`config.mk`:
```
export PLATFORM = sky130hd
export DESIGN_NAME = dle_framed_packet_deframer
export DESIGN_NICKNAME = d
export VERILOG_FILES = /design/src/dle_pkg.sv /design/src/dle_framed_packet_deframer.sv
export SDC_FILE = /design/constraint.sdc
export NUM_CORES = 1
export LEC_CHECK = 0
export BUFFER_PORTS_ARGS = -buffer_cell sky130_fd_sc_hd__buf_2
export CORE_UTILIZATION = 54
export CTS_CLUSTER_DIAMETER = 80
export CTS_CLUSTER_SIZE = 16
export DETAILED_ROUTE_END_ITERATION = 10
export PLACE_DENSITY = 0.8
export SLEW_MARGIN = 10
export SYNTH_ARGS = -nofsm -noshare
export SYNTH_HDL_FRONTEND = slang
export SYNTH_SLANG_ARGS = --single-unit
```
`constraint.sdc`:
```
create_clock -name clk_i -period 3.6 [get_ports clk_i]
set_input_delay 0.54 -clock clk_i [delete_from_list [all_inputs] [get_ports clk_i]]
set_output_delay 0.54 -clock clk_i [all_outputs]
set_load 0.02 [all_outputs]
```
`src/dle_pkg.sv`:
```
// Package for the DLE-framed packet deframer: parse phase type, ring size,
// register map and reset values. No dependencies.
package dle_pkg;

  // Ring of byte slots that the consumer stores received bytes in
  localparam int unsigned RING_SLOTS = 256;
  localparam int unsigned SLOT_W     = (RING_SLOTS > 1) ? $clog2(RING_SLOTS) : 1;

  // Offset from the frame start escape to the first payload byte
  localparam int unsigned PAYLOAD_OFFSET = 3;

  // Register reset values
  localparam logic [7:0] ESCAPE_RESET     = 8'h10;
  localparam logic [7:0] TERMINATOR_RESET = 8'h03;

  // Register map: index taken from paddr[2]
  localparam logic REG_ESCAPE     = 1'b0;
  localparam logic REG_TERMINATOR = 1'b1;

  typedef enum logic [2:0] {
    PH_DATA  = 3'd0,
    PH_START = 3'd1,
    PH_ID    = 3'd2,
    PH_SIZE  = 3'd3,
    PH_END   = 3'd4
  } phase_e;

endpackage

```
`src/dle_framed_packet_deframer.sv`:
```
// DLE-framed packet deframer top level: input register, phase tracking and
// result register, plus the APB register port. Depends on dle_pkg.

// One received byte per input beat, one result beat per byte, in order. A byte
// is held in the input register on acceptance and then moves to the result
// register; with the output side not stalling, a new byte can be taken every
// cycle; the input stalls only while the input and result registers are held.
// The block tracks the frame phase (data, start, id, size, end), de-stuffs a
// doubled escape (its ring slot is reused by the next byte), flags the end
// marker (escape then terminator), and reports the captured id, size, payload
// start and end slot. Slots wrap around a ring of RING_SLOTS entries. Escape
// and terminator values are programmed through APB at byte addresses 0 and 4;
// write them only while no byte is in flight.
module dle_framed_packet_deframer
  import dle_pkg::*;
(
  input  logic       clk_i,
  input  logic       rst_ni,
  // APB register port
  input  logic       psel,
  input  logic       penable,
  input  logic       pwrite,
  input  logic [2:0] paddr,
  input  logic [31:0] pwdata,
  output logic [31:0] prdata,
  output logic       pready,
  // Byte input channel
  input  logic       in_valid_i,
  output logic       in_stall_o,
  input  logic [7:0] rx_byte_i,
  // Result channel
  output logic       out_valid_o,
  input  logic       out_stall_i,
  output logic [7:0] slot_index_o,
  output logic [7:0] stored_byte_o,
  output logic       was_destuffed_o,
  output logic [2:0] phase_o,
  output logic       frame_done_o,
  output logic [7:0] packet_id_o,
  output logic [7:0] packet_size_o,
  output logic [7:0] payload_start_o,
  output logic [7:0] frame_end_slot_o
);

  // Configuration registers
  logic [7:0] escape_q, terminator_q;
  logic       cfg_wr;

  // Input register
  logic       in_valid_q;
  logic [7:0] in_byte_q;

  // Parser state
  phase_e              phase_q, phase_d;
  logic [SLOT_W-1:0]   slot_q, slot_d;
  logic [7:0]          prev_q;
  logic                have_prev_q;
  logic [7:0]          id_q, id_d;
  logic [7:0]          size_q, size_d;
  logic [7:0]          start_q, start_d;
  logic [7:0]          end_q, end_d;
  logic                destuffed_d, done_d;

  // Result register
  logic                out_valid_q;
  logic [SLOT_W-1:0]   res_slot_q;
  logic [7:0]          res_byte_q;
  logic                res_destuffed_q;
  phase_e              res_phase_q;
  logic                res_done_q;
  logic [7:0]          res_id_q, res_size_q, res_start_q, res_end_q;

  // Handshake
  logic in_take, stage_adv, out_free;
  logic after_esc;
  logic [SLOT_W:0] start_sum;

  // APB access
  assign pready = 1'b1;
  assign cfg_wr = psel & penable & pwrite;
  always_comb begin
    prdata = 32'd0;
    case (paddr[2])
      REG_ESCAPE:     prdata = {24'd0, escape_q};
      REG_TERMINATOR: prdata = {24'd0, terminator_q};
      default:        prdata = 32'd0;
    endcase
  end

  always_ff @(posedge clk_i or negedge rst_ni) begin
    if (!rst_ni) begin
      escape_q     <= ESCAPE_RESET;
      terminator_q <= TERMINATOR_RESET;
    end else if (cfg_wr) begin
      if (paddr[2] == REG_ESCAPE) begin
        escape_q <= pwdata[7:0];
      end else begin
        terminator_q <= pwdata[7:0];
      end
    end
  end

  // Flow control: the result register frees up when empty or taken
  assign out_free   = !out_valid_q || !out_stall_i;
  assign stage_adv  = in_valid_q && out_free;
  assign in_stall_o = in_valid_q && !out_free;
  assign in_take    = in_valid_i && !in_stall_o;

  // Hold one byte in the input register
  always_ff @(posedge clk_i or negedge rst_ni) begin
    if (!rst_ni) begin
      in_valid_q <= 1'b0;
    end else if (in_take) begin
      in_valid_q <= 1'b1;
    end else if (stage_adv) begin
      in_valid_q <= 1'b0;
    end
  end

  always_ff @(posedge clk_i) begin
    if (in_take) begin
      in_byte_q <= rx_byte_i;
    end
  end

  // Next phase and captured fields for the registered byte
  assign after_esc = have_prev_q && (prev_q == escape_q);
  assign start_sum = {1'b0, slot_q} + (SLOT_W+1)'(PAYLOAD_OFFSET);

  always_comb begin
    phase_d     = phase_q;
    id_d        = id_q;
    size_d      = size_q;
    start_d     = start_q;
    end_d       = end_q;
    destuffed_d = 1'b0;
    done_d      = 1'b0;

    // Capture the header bytes
    if (phase_q == PH_START) begin
      id_d    = in_byte_q;
      phase_d = PH_ID;
    end else if (phase_q == PH_ID) begin
      size_d  = in_byte_q;
      phase_d = PH_SIZE;
    end

    if (in_byte_q == escape_q) begin
      if (after_esc) begin
        destuffed_d = 1'b1;
        phase_d     = PH_DATA;
      end else if (phase_d == PH_END) begin
        // Open a new frame
        if (start_sum >= (SLOT_W+1)'(RING_SLOTS)) begin
          start_d = 8'(start_sum - (SLOT_W+1)'(RING_SLOTS));
        end else begin
          start_d = 8'(start_sum);
        end
        phase_d = PH_START;
      end
    end else if (in_byte_q == terminator_q) begin
      if (after_esc) begin
        end_d   = 8'(slot_q);
        phase_d = PH_END;
        done_d  = 1'b1;
      end else if (phase_d == PH_ID || phase_d == PH_SIZE) begin
        phase_d = PH_DATA;
      end
    end else if (phase_d != PH_ID && phase_d != PH_SIZE) begin
      phase_d = PH_DATA;
    end
  end

  // Advance the ring slot unless the byte was de-stuffed
  always_comb begin
    slot_d = slot_q;
    if (!destuffed_d) begin
      if (slot_q == SLOT_W'(RING_SLOTS - 1)) begin
        slot_d = '0;
      end else begin
        slot_d = slot_q + SLOT_W'(1);
      end
    end
  end

  // Update parser state on each advanced byte
  always_ff @(posedge clk_i or negedge rst_ni) begin
    if (!rst_ni) begin
      phase_q     <= PH_DATA;
      slot_q      <= '0;
      prev_q      <= 8'd0;
      have_prev_q <= 1'b0;
      id_q        <= 8'd0;
      size_q      <= 8'd0;
      start_q     <= 8'd0;
      end_q       <= 8'd0;
    end else if (stage_adv) begin
      phase_q     <= phase_d;
      slot_q      <= slot_d;
      prev_q      <= in_byte_q;
      have_prev_q <= 1'b1;
      id_q        <= id_d;
      size_q      <= size_d;
      start_q     <= start_d;
      end_q       <= end_d;
    end
  end

  // Result register valid
  always_ff @(posedge clk_i or negedge rst_ni) begin
    if (!rst_ni) begin
      out_valid_q <= 1'b0;
    end else if (stage_adv) begin
      out_valid_q <= 1'b1;
    end else if (!out_stall_i) begin
      out_valid_q <= 1'b0;
    end
  end

  // Result register payload
  always_ff @(posedge clk_i) begin
    if (stage_adv) begin
      res_slot_q      <= slot_q;
      res_byte_q      <= in_byte_q;
      res_destuffed_q <= destuffed_d;
      res_phase_q     <= phase_d;
      res_done_q      <= done_d;
      res_id_q        <= id_d;
      res_size_q      <= size_d;
      res_start_q     <= start_d;
      res_end_q       <= end_d;
    end
  end

  // Drive the result beat
  assign out_valid_o      = out_valid_q;
  assign slot_index_o     = 8'(res_slot_q);
  assign stored_byte_o    = res_byte_q;
  assign was_destuffed_o  = res_destuffed_q;
  assign phase_o          = res_phase_q;
  assign frame_done_o     = res_done_q;
  assign packet_id_o      = res_id_q;
  assign packet_size_o    = res_size_q;
  assign payload_start_o  = res_start_q;
  assign frame_end_slot_o = res_end_q;

endmodule
```
==> run_results.csv, run 1 <==
group,metric,value,unit
worst_setup_path,cp_max_fo,18,
timing,report.final.slew_viol_count,0,
synth,synth_flop_cell,"dfrtp_1",
synth,yosys.area_share.simple,8.47,%
route,postRouteAntennaNets,0,
finish,stdcell_area,0.00689,mm²
worst_setup_path,crit_arrival,3000,ps
timing,setup_viol,0,
global_routing,antenna_found_initial,0,
clocking,htree_levels,4,
finish,diodes,0,
worst_setup_path,r2r_start,"escape_q[5]$_DFFE_PN0P_",
timing,rsz0062_at_grt,"false",
worst_setup_path,slowest_stage,"or3_1",
global_routing,grt_remaining_overflow,0,
global_routing,grt_pass1_vias,3523,
finish,multi_input_area,0.00206,mm²
worst_setup_path,critPathRequiredTime,4000,ps
timing,fmax,0.384,GHz
clocking,cts_resized,0,
synth,synth_cell_types,48,
synth,synth_fa_ha_area_share,0.427,%
worst_hold_path,min_path_type,"in -> async",
worst_setup_path,rr_worst_depth,5,
finish,num-nets-final,573,
timing,slew_headroom,54.6,%
route,first_pass_iters,4,
synth,syn_avg_cell_area,13.6,µm²
floorplan,start_util,56.3,%
global_routing,grt_pass1_wl,17500,µm
synth,yosysSeqAreaShare,61.1,%
global_routing,grt_max_degree,58,
worst_setup_path,worstSetupStartpointType,"flop",
finish,fillers,777,
synth,synth_top_family_by_area,"multiplexers",
global_routing,grt_usage,20.6,%
synth,yosys-top-cells-count,"67 x dfrtp_1, 66 x mux2_2, 61 x edfxtp_1, 56 x nand2_1, 25 x buf_4",
clocking,ctsLongestPathBuffers,2,
worst_setup_path,worst_setup_path_end_kind,"flop",
synth,yosysMostFrequentCell,"dfrtp_1",
synth,netlist.area_leader.share,31.2,%
timing,min_period,2610,ps
timing,fin_skew,8.97,ps
worst_setup_path,worstSetupPathType,"reg -> reg",
floorplan,core_area,0.0104,mm²
clocking,holdBufCountCts,0,
timing,tightest_slew,682,ps
clocking,cts.sinks,131,
synth,synth.cell_area,0.00587,mm²
worst_setup_path,cp_top_family,"simple AND/OR/NAND/NOR gates",
route,vias,3569,
clocking,postCtsSetupBuffers,0,
finish,post-route-util,66.1,%
place,post_dp_cell_area,0.00632,mm²
route,drc,0,
synth,synth_compound_area_share,3.73,%
worst_setup_path,crit_start,"escape_q[5]$_DFFE_PN0P_",
timing,fin_crit_sh,72.4,%
worst_setup_path,critPathCapture,"end_q[7]$_DFFE_PN0P_",
pwr,p_total,4.69,mW
outcome,outcome,"complete, no violations",
place,place_congestion,0.807,
worst_setup_path,slowest_delay,750,ps
worst_setup_path,cp_cell_sequence,"xor2_1 -> nor4_2 -> nand4_2 -> or3_1 -> mux2_4",
synth,synth_edf_count,61,
place,io_buffers,86,
synth,synth_seq_cells,131,
floorplan,num_rows,37,
clocking,cts_tree,"built",
finish,area_growth,17.4,%
worst_setup_path,path_depth,5,
clocking,clock_latency,520,ps
worst_setup_path,crit_buf_inv,0,
route,drtIter0Drc,221,
synth,synth_warnings,0,
pwr,pwr_density_cell,681,mW/mm²
finish,register_area,0.00359,mm²
place,hpwl,7210,µm
clocking,numCtsBuffers,17,
synth,syn_inst,431,
job,cap_violations,0,
clocking,cts_root_buffer,"clkbuf_8",
synth,yosys-top-cells-area,"edfxtp_1 31%, dfrtp_1 29%, mux2_2 13%",
clocking,clkSlewWorstSetupHoldPaths,60,ps
synth,synth_area_leader_cell,"edfxtp_1",
floorplan,die_area,0.0113,mm²
floorplan,top_level_ports,138,
route,routed_wl,10900,µm
synth,async_flop_share,53.4,%
route,viasPerCell,5.33,
pwr,ir_drop,0.343,mV
route,wl_per_cell,16.3,µm
worst_setup_path,worst-r2r-setup-slack,990,ps
timing,finalSetupTns,0,ps
worst_setup_path,r2r-end,"end_q[7]$_DFFE_PN0P_",
synth,synth.area.mux_share,16.0,%
timing,finalHoldViolations,0,
floorplan,die_w,106,µm
synth,synth_xor_area_share,4.93,%
finish,drive_gt1_share,38.6,%
floorplan,die_h,106,µm
pwr,p_leak,3.06,nW
[metal layers]
| layer | GRT usage [%] | part of all wire [%] | wire (µm) | vias to the layer above |
|---|---|---|---|---|
| li1 | - | - | - | 1656 |
| met1 | 25.6 | 41 | 4510 | 1767 |
| met2 | 34.2 | 52 | 5630 | 123 |
| met3 | 5.52 | 4.7 | 513 | 23 |
| met4 | 8.63 | 2.2 | 244 | 0 |
| met5 | 0 | 0 | 0 | - |
[placed cells by master (no fill, tap or decap), drive strengths merged, types with 3 or more instances in the layout]
cell	Yosys	routed
nor3	4	4
o21ai	8	8
buf	34	91
nand2b	4	4
dfstp	3	3
xnor2	16	16
xor2	17	17
clkinvlp	0	3
dfrtp	67	67
a31oi	3	3
nand3	3	3
nor4	3	3
nand4	6	6
edfxtp	61	61
mux2	77	77
o211ai	9	9
mux2i	4	4
nor2	8	8
nand2	56	56
clkbuf	9	17
inv	10	17
conb	2	25
clkinv	0	4
[cell families after synthesis]
kind of cell	count (synthesis)
adder cells (fa/ha/maj)	2
AND/OR/NAND/NOR	98
XOR/XNOR	33
multiplexers	81
buffers and inverters	53
other	2
flip-flops	131
AO/OA/AOI/OAI	31
[metrics by stage]
stage | hold slack (ps) | instances | setup slack [ps]
finish | 13.3 | 670 | 994
global route | 43.6 | 670 | 861
floorplan | 244 | 454 | 360
global placement | 454 | 638 | 1080
CTS | 18.4 | 670 | 994
detailed placement | 459 | 638 | 1030
[state kept, by name, summed over array words and instances, names as in the netlist, 8 cells and up]
name / flops
payload_start_o: 8
prev_q: 8
size_q: 8
start_q: 8
stored_byte_o: 8
terminator_q: 8
slot_q: 8
id_q: 8
packet_id_o: 8
in_byte_q: 8
end_q: 8
slot_index_o: 8
packet_size_o: 8
frame_end_slot_o: 8
escape_q: 8
[area by class of cell]
class	instances	area share (%)
Sequential cell	131	52.1
Multi-Input combinational cell	270	29.9
Timing Repair Buffer	91	6.80
Clock buffer	17	6.01
Tap cell	136	2.47
Clock inverter	15	2.16
Inverter	10	0.545
[how the worst min path moves through the flow]
| stage | to | from | slack [ps] |
|---|---|---|---|
| 5_1_grt | escape_q[7]$_DFFE_PN0P_ | rst_ni | 40 |
| 2_1_floorplan | end_q[0]$_DFFE_PN0P_ | rst_ni | 240 |
| 6_report | escape_q[7]$_DFFE_PN0P_ | rst_ni | 10 |
| 4_1_cts | escape_q[7]$_DFFE_PN0P_ | rst_ni | 20 |
| 3_3_place_gp | id_q[7]$_DFFE_PN0P_ | id_q[7]$_DFFE_PN0P_ | 450 |
| 3_5_place_dp | id_q[7]$_DFFE_PN0P_ | id_q[7]$_DFFE_PN0P_ | 460 |
[where the power goes]
group,internal [mW],switching (mW)
combinational,0.414,0.532
clock,0.935,0.673
sequential,1.89,0.242
Note: power is estimated with default switching activity, not from simulation.
==> run 2: changes to the inputs <==
CORE_UTILIZATION = 49   (was 54)
PLACE_DENSITY = 0.77   (was 0.8)
clock period = 2.22 ns   (was 3.6 ns; I/O delays follow)
==> run_results.csv, run 2 (synthesis results as in run 1) <==
group,metric,value,unit
outcome,outcome,"complete, but fails checks",
outcome,violations,"DRC",
pwr,ir_drop,0.848,mV
finish,drive_gt1_share,40.6,%
global_routing,antenna_found_initial,0,
worst_setup_path,worstSetupStartpointType,"flop",
route,first_pass_iters,8,
floorplan,die_w,111,µm
clocking,clkSlewWorstSetupHoldPaths,50,ps
finish,final_cell_mix,"86 x buf_2, 67 x dfrtp_1, 66 x mux2_2",
route,drc,16,
worst_setup_path,critPathRequiredTime,2500,ps
clocking,cts_root_buffer,"clkbuf_16",
clocking,cts_tree,"built",
timing,fin_crit_sh,98.2,%
floorplan,core_area,0.0116,mm²
finish,multi_input_area,0.00207,mm²
floorplan,num_rows,39,
route,drt-met1-wl,4700,µm
route,routed_wl,11300,µm
timing,fin_skew,8.46,ps
clocking,numCtsBuffers,17,
floorplan,die_area,0.0124,mm²
timing,min_period,2180,ps
finish,register_area,0.00359,mm²
timing,fmax,0.459,GHz
clocking,clock_latency,400,ps
finish,fillers,879,
place,hpwl,7660,µm
global_routing,grt_pass1_vias,3739,
timing,finalSetupTns,0,ps
pwr,pwr_density_cell,1080,mW/mm²
global_routing,grt_usage,19.3,%
pwr,p_leak,3.20,nW
finish,diodes,0,
finish,area_growth,21.8,%
place,place_congestion,0.806,
global_routing,grt_remaining_overflow,0,
finish,stdcell_area,0.00714,mm²
timing,setup_viol,0,
job,cap_violations,0,
finish,num-nets-final,596,
worst_hold_path,min_path_type,"in -> reg",
global_routing,grt_max_degree,71,
clocking,cts.sinks,131,
worst_setup_path,crit_start,"in_byte_q[3]$_DFFE_PP_",
clocking,ctsLongestPathBuffers,2,
floorplan,die_h,111,µm
global_routing,grt_pass1_wl,18500,µm
place,post_dp_cell_area,0.00652,mm²
timing,rsz0062_at_grt,"true",
worst_hold_path,min-delay-start,"rx_byte_i[5]",
worst_setup_path,r2r_start,"in_byte_q[3]$_DFFE_PP_",
timing,finalHoldViolations,0,
place,io_buffers,86,
route,wl_per_cell,16.1,µm
route,routed-wl-met2,5960,µm
timing,report.final.slew_viol_count,0,
floorplan,top_level_ports,138,
worst_setup_path,worstSetupPathType,"reg -> reg",
worst_setup_path,cp_max_fo,9,
route,vias,3653,
route,wl_met3,498,µm
route,postRouteAntennaNets,0,
worst_setup_path,crit_arrival,2460,ps
clocking,htree_levels,4,
finish,final_common_cell,"buf_2",
floorplan,start_util,50.7,%
route,drtIter0Drc,221,
route,top_layer,"met4",
route,viasPerCell,5.22,
worst_setup_path,worst_setup_path_end_kind,"flop",
run 2: cell count changes in the layout (fill, tap and decap cells not counted), sizes merged:
cell,change
clkbuf,+4
clkinvlp,-1
bufinv,+1
inv,-7
buf,+22
clkinv,+3
dlygate4sd3,+1
run 2: metal layers:
layer / global-route usage, % / vias up
met5: 0 / -
met4: 6.76 / 0
met3: 4.52 / 12
met2: 33.9 / 111
met1: 23.3 / 1823
li1: - / 1707
run 2: final timing paths:
check	endpoint	slack (ps)	cells after the start
min	in_byte_q[5]$_DFFE_PP_	100	1
max	end_q[7]$_DFFE_PN0P_	40	6
min reg2reg	id_q[2]$_DFFE_PN0P_	470	2
min in group asynchronous	size_q[4]$_DFFE_PN0P_	480	3
max in group asynchronous	terminator_q[1]$_DFFE_PN1P_	1400	3
max reg2reg	end_q[7]$_DFFE_PN0P_	40	6
run 2: repair_timing:
action | CTS | global route
hold buffers | 1 | 0
pin swaps | 1 | 5
resized for setup | 1 | 2
endpoints found under the setup margin | 6 | 15
endpoints found under the hold margin | 67 | 0
buffers inserted | 1 | 3
run 2: where the power goes:
part	internal (mW)	switching, mW	total (mW)
combinational	0.720	0.892	1.61
clock	1.70	0.987	2.68
sequential	3.07	0.378	3.45
run 2: critical path, stage by stage (launching register included):
cell and delay, ps:
edfxtp_1 490, xor2_2 210, nor4_4 350, o211ai_1 170, or3_1 380, buf_6 160, mux2_4 300
run 2: per-stage QoR:
step | utilization [%] | worst slack, ps | instances | hold slack, ps | power (mW)
floorplan | - | 183 | 454 | 37.4 | 4.59
global placement | 56.4 | 68.1 | 663 | 387 | 5.00
detailed placement | 56.4 | -56.4 | 663 | 390 | 5.09
CTS | 61.5 | 27.0 | 697 | 87.8 | 7.78
global route | 61.8 | -49.3 | 700 | 89.9 | 8.08
finish | 61.8 | 40.8 | 700 | 103 | 7.74
run 2: final cells by class:
| class | count | share of cell area [%] |
|---|---|---|
| Sequential cell | 131 | 50.2 |
| Clock inverter | 11 | 1.54 |
| Timing Repair Buffer | 114 | 9.75 |
| Clock buffer | 21 | 6.44 |
| Tap cell | 143 | 2.50 |
| Inverter | 10 | 0.525 |
| Multi-Input combinational cell | 270 | 29.0 |
==> run 3: changes to the inputs <==
ABC_AREA = 1   (was default)
PLACE_DENSITY = 0.76   (was 0.77)
SLEW_MARGIN = 20   (was 10)
==> run_results.csv, run 3 <==
group,metric,value,unit
outcome,outcome,"complete, no violations",
clocking,htree_levels,4,
timing,fin_skew,5.70,ps
worst_setup_path,cp_top_family,"simple AND/OR/NAND/NOR gates",
global_routing,grt_usage,20.5,%
synth,synth_compound_area_share,5.15,%
synth,synth.cell_area,0.00607,mm²
floorplan,die_w,113,µm
route,routed_wl,12200,µm
worst_setup_path,cp_cell_sequence,"inv_1 -> nand2_1 -> nand3_1 -> nand3b_1 -> nor2_4 -> nor2_2 -> buf_4 -> nand3_1 -> nand2_1",
timing,rsz0062_at_grt,"false",
synth,syn_inst,658,
clocking,cts.sinks,131,
floorplan,start_util,50.4,%
job,cap_violations,0,
global_routing,grt_remaining_overflow,0,
timing,min_period,2010,ps
floorplan,core_area,0.0121,mm²
finish,final_cells,928,
timing,tightest_slew,646,ps
synth,yosysMostFrequentCell,"nand2_1",
finish,register_area,0.00359,mm²
worst_setup_path,worstSetupPathType,"reg -> reg",
worst_setup_path,crit_buf_inv,2,
finish,fillers,992,
global_routing,grt_pass1_vias,4300,
synth,synth_fa_ha_area_share,0.412,%
route,viasPerCell,4.88,
synth,synth_edf_count,61,
synth,synth_warnings,0,
timing,finalSetupTns,0,ps
timing,fin_crit_sh,90.7,%
worst_setup_path,slowest_delay,560,ps
finish,num-nets-final,800,
pwr,pwr_density_cell,990,mW/mm²
pwr,p_leak,3.57,nW
route,first_pass_iters,5,
floorplan,die_h,113,µm
synth,synth_xor_area_share,3.03,%
synth,synth_seq_cells,131,
synth,synth_area_leader_cell,"edfxtp_1",
worst_setup_path,crit_arrival,2170,ps
timing,report.final.slew_viol_count,0,
worst_setup_path,cp_max_fo,12,
floorplan,top_level_ports,138,
finish,multi_input_area,0.00205,mm²
route,postRouteAntennaNets,0,
timing,setup_viol,0,
synth,yosys-top-cells-area,"edfxtp_1 30%, dfrtp_1 28%, nand2_1 15%",
place,io_buffers,86,
finish,final_common_cell,"nand2_1",
synth,synth_cell_types,32,
place,hpwl,8190,µm
timing,slew_headroom,56.8,%
global_routing,grt_max_degree,101,
worst_hold_path,min_path_type,"in -> reg",
place,place_congestion,0.847,
worst_setup_path,slowest_stage,"dfstp_2",
timing,fmax,0.496,GHz
worst_setup_path,worst_setup_path_end_kind,"flop",
global_routing,grt_pass1_wl,20200,µm
pwr,ir_drop,0.519,mV
worst_setup_path,critPathRequiredTime,2380,ps
place,dp.cells,896,
worst_setup_path,worstSetupStartpointType,"flop",
floorplan,die_area,0.0128,mm²
finish,area_growth,18.6,%
clocking,cts_root_buffer,"clkbuf_16",
synth,synth_flop_cell,"dfrtp_1",
route,wl_per_cell,13.1,µm
timing,finalHoldViolations,0,
clocking,clkSlewWorstSetupHoldPaths,60,ps
synth,synth_top_family_by_area,"simple AND/OR/NAND/NOR gates",
global_routing,antenna_found_initial,0,
synth,yosys.area_share.simple,23.4,%
clocking,clock_latency,410,ps
synth,async_flop_share,53.4,%
finish,drive_gt1_share,19.7,%
synth,synth.area.mux_share,0,%
clocking,ctsLongestPathBuffers,2,
finish,final_cell_mix,"239 x nand2_1, 86 x buf_2, 67 x dfrtp_1",
route,drc,0,
floorplan,num_rows,40,
clocking,cts_tree,"built",
synth,netlist.area_leader.share,30.2,%
synth,yosysSeqAreaShare,59.1,%
route,vias,4526,
synth,syn_avg_cell_area,9.23,µm²
finish,diodes,0,
clocking,numCtsBuffers,17,
synth,yosys-top-cells-count,"239 x nand2_1, 67 x dfrtp_1, 61 x edfxtp_1, 61 x inv_1, 51 x o21ai_0",
route,drtIter0Drc,326,
run 3: cell count changes after synthesis, moves of 34 or more:
cell     previous run  this run
nand2_1            56       239
o21ai_0             8        51
nand3_1             3        37
inv_1               9        61
mux2_2             66         0
run 3: cell families after synthesis:
kind of cell | count (synthesis)
fa+ha+maj | 2
compound gates | 58
flops | 131
buf+inv | 113
other cells | 2
simple gates | 331
xor+xnor | 21
run 3: area by class of cell:
class / count / share of cell area [%]
multi-input combinational: 437 / 28.5
clock buffer: 21 / 6.39
timing repair buffer: 91 / 6.88
tap: 168 / 2.92
inverter: 70 / 3.65
clock inverter: 10 / 1.84
sequential: 131 / 49.8
run 3: where the power goes:
group / internal, mW / switching (mW) / total (mW)
Combinational: 0.391 / 0.857 / 1.25
Sequential: 2.87 / 0.217 / 3.09
Clock: 1.81 / 0.989 / 2.80
Total: 5.07 / 2.06 / 7.13
run 3: repair_timing:
item	CTS	global route
endpoints found under the setup margin	0	6
hold buffers	1	0
resized for setup	0	2
hold endpoints to repair	67	0
buffers inserted	0	0
run 3: per-stage QoR:
step                      utilization (%)  setup WS (ps)  power [mW]  hold slack (ps)  area [µm²]
after global routing                 59.7           77.5        7.46             75.9        7200
after floorplan                         -            120        4.01             37.4        6160
after global placement               54.6            214        4.32              397        6590
final                                59.7            205        7.13             95.2        7200
after CTS                            59.6           89.6        7.17             82.6        7190
after detailed placement             54.6            136        4.37              395        6590
run 3: worst paths after layout:
kind | start | to | slack (ps) | depth (start not counted)
hold reg to reg | have_prev_q$_DFFE_PN0P_ | have_prev_q$_DFFE_PN0P_ | 450 | 2
hold / removal | rx_byte_i[7] | in_byte_q[7]$_DFFE_PP_ | 100 | 1
min in group asynchronous | rst_ni | size_q[4]$_DFFE_PN0P_ | 490 | 3
setup / recovery | escape_q[4]$_DFFE_PN1P_ | payload_start_o[5]$_DFFE_PP_ | 210 | 9
setup reg to reg | escape_q[4]$_DFFE_PN1P_ | payload_start_o[5]$_DFFE_PP_ | 210 | 9
max in group asynchronous | rst_ni | escape_q[4]$_DFFE_PN1P_ | 1400 | 3
run 3: worst reg2reg max path, delay by kind of cell, from the launching register on:
family / cells / cell delay, ps
buffers and inverters: 2 / 240
and+or+nand+nor: 7 / 970
DFF: 1 / 560
run 3: metal layers:
layer	vias to the layer above	part of all wire, %	GRT usage (%)
met4	0	1.8	7.89
met1	2105	45	26.5
met3	23	5.1	5.03
li1	2230	-	-
met2	168	48	33.3
met5	-	0	0
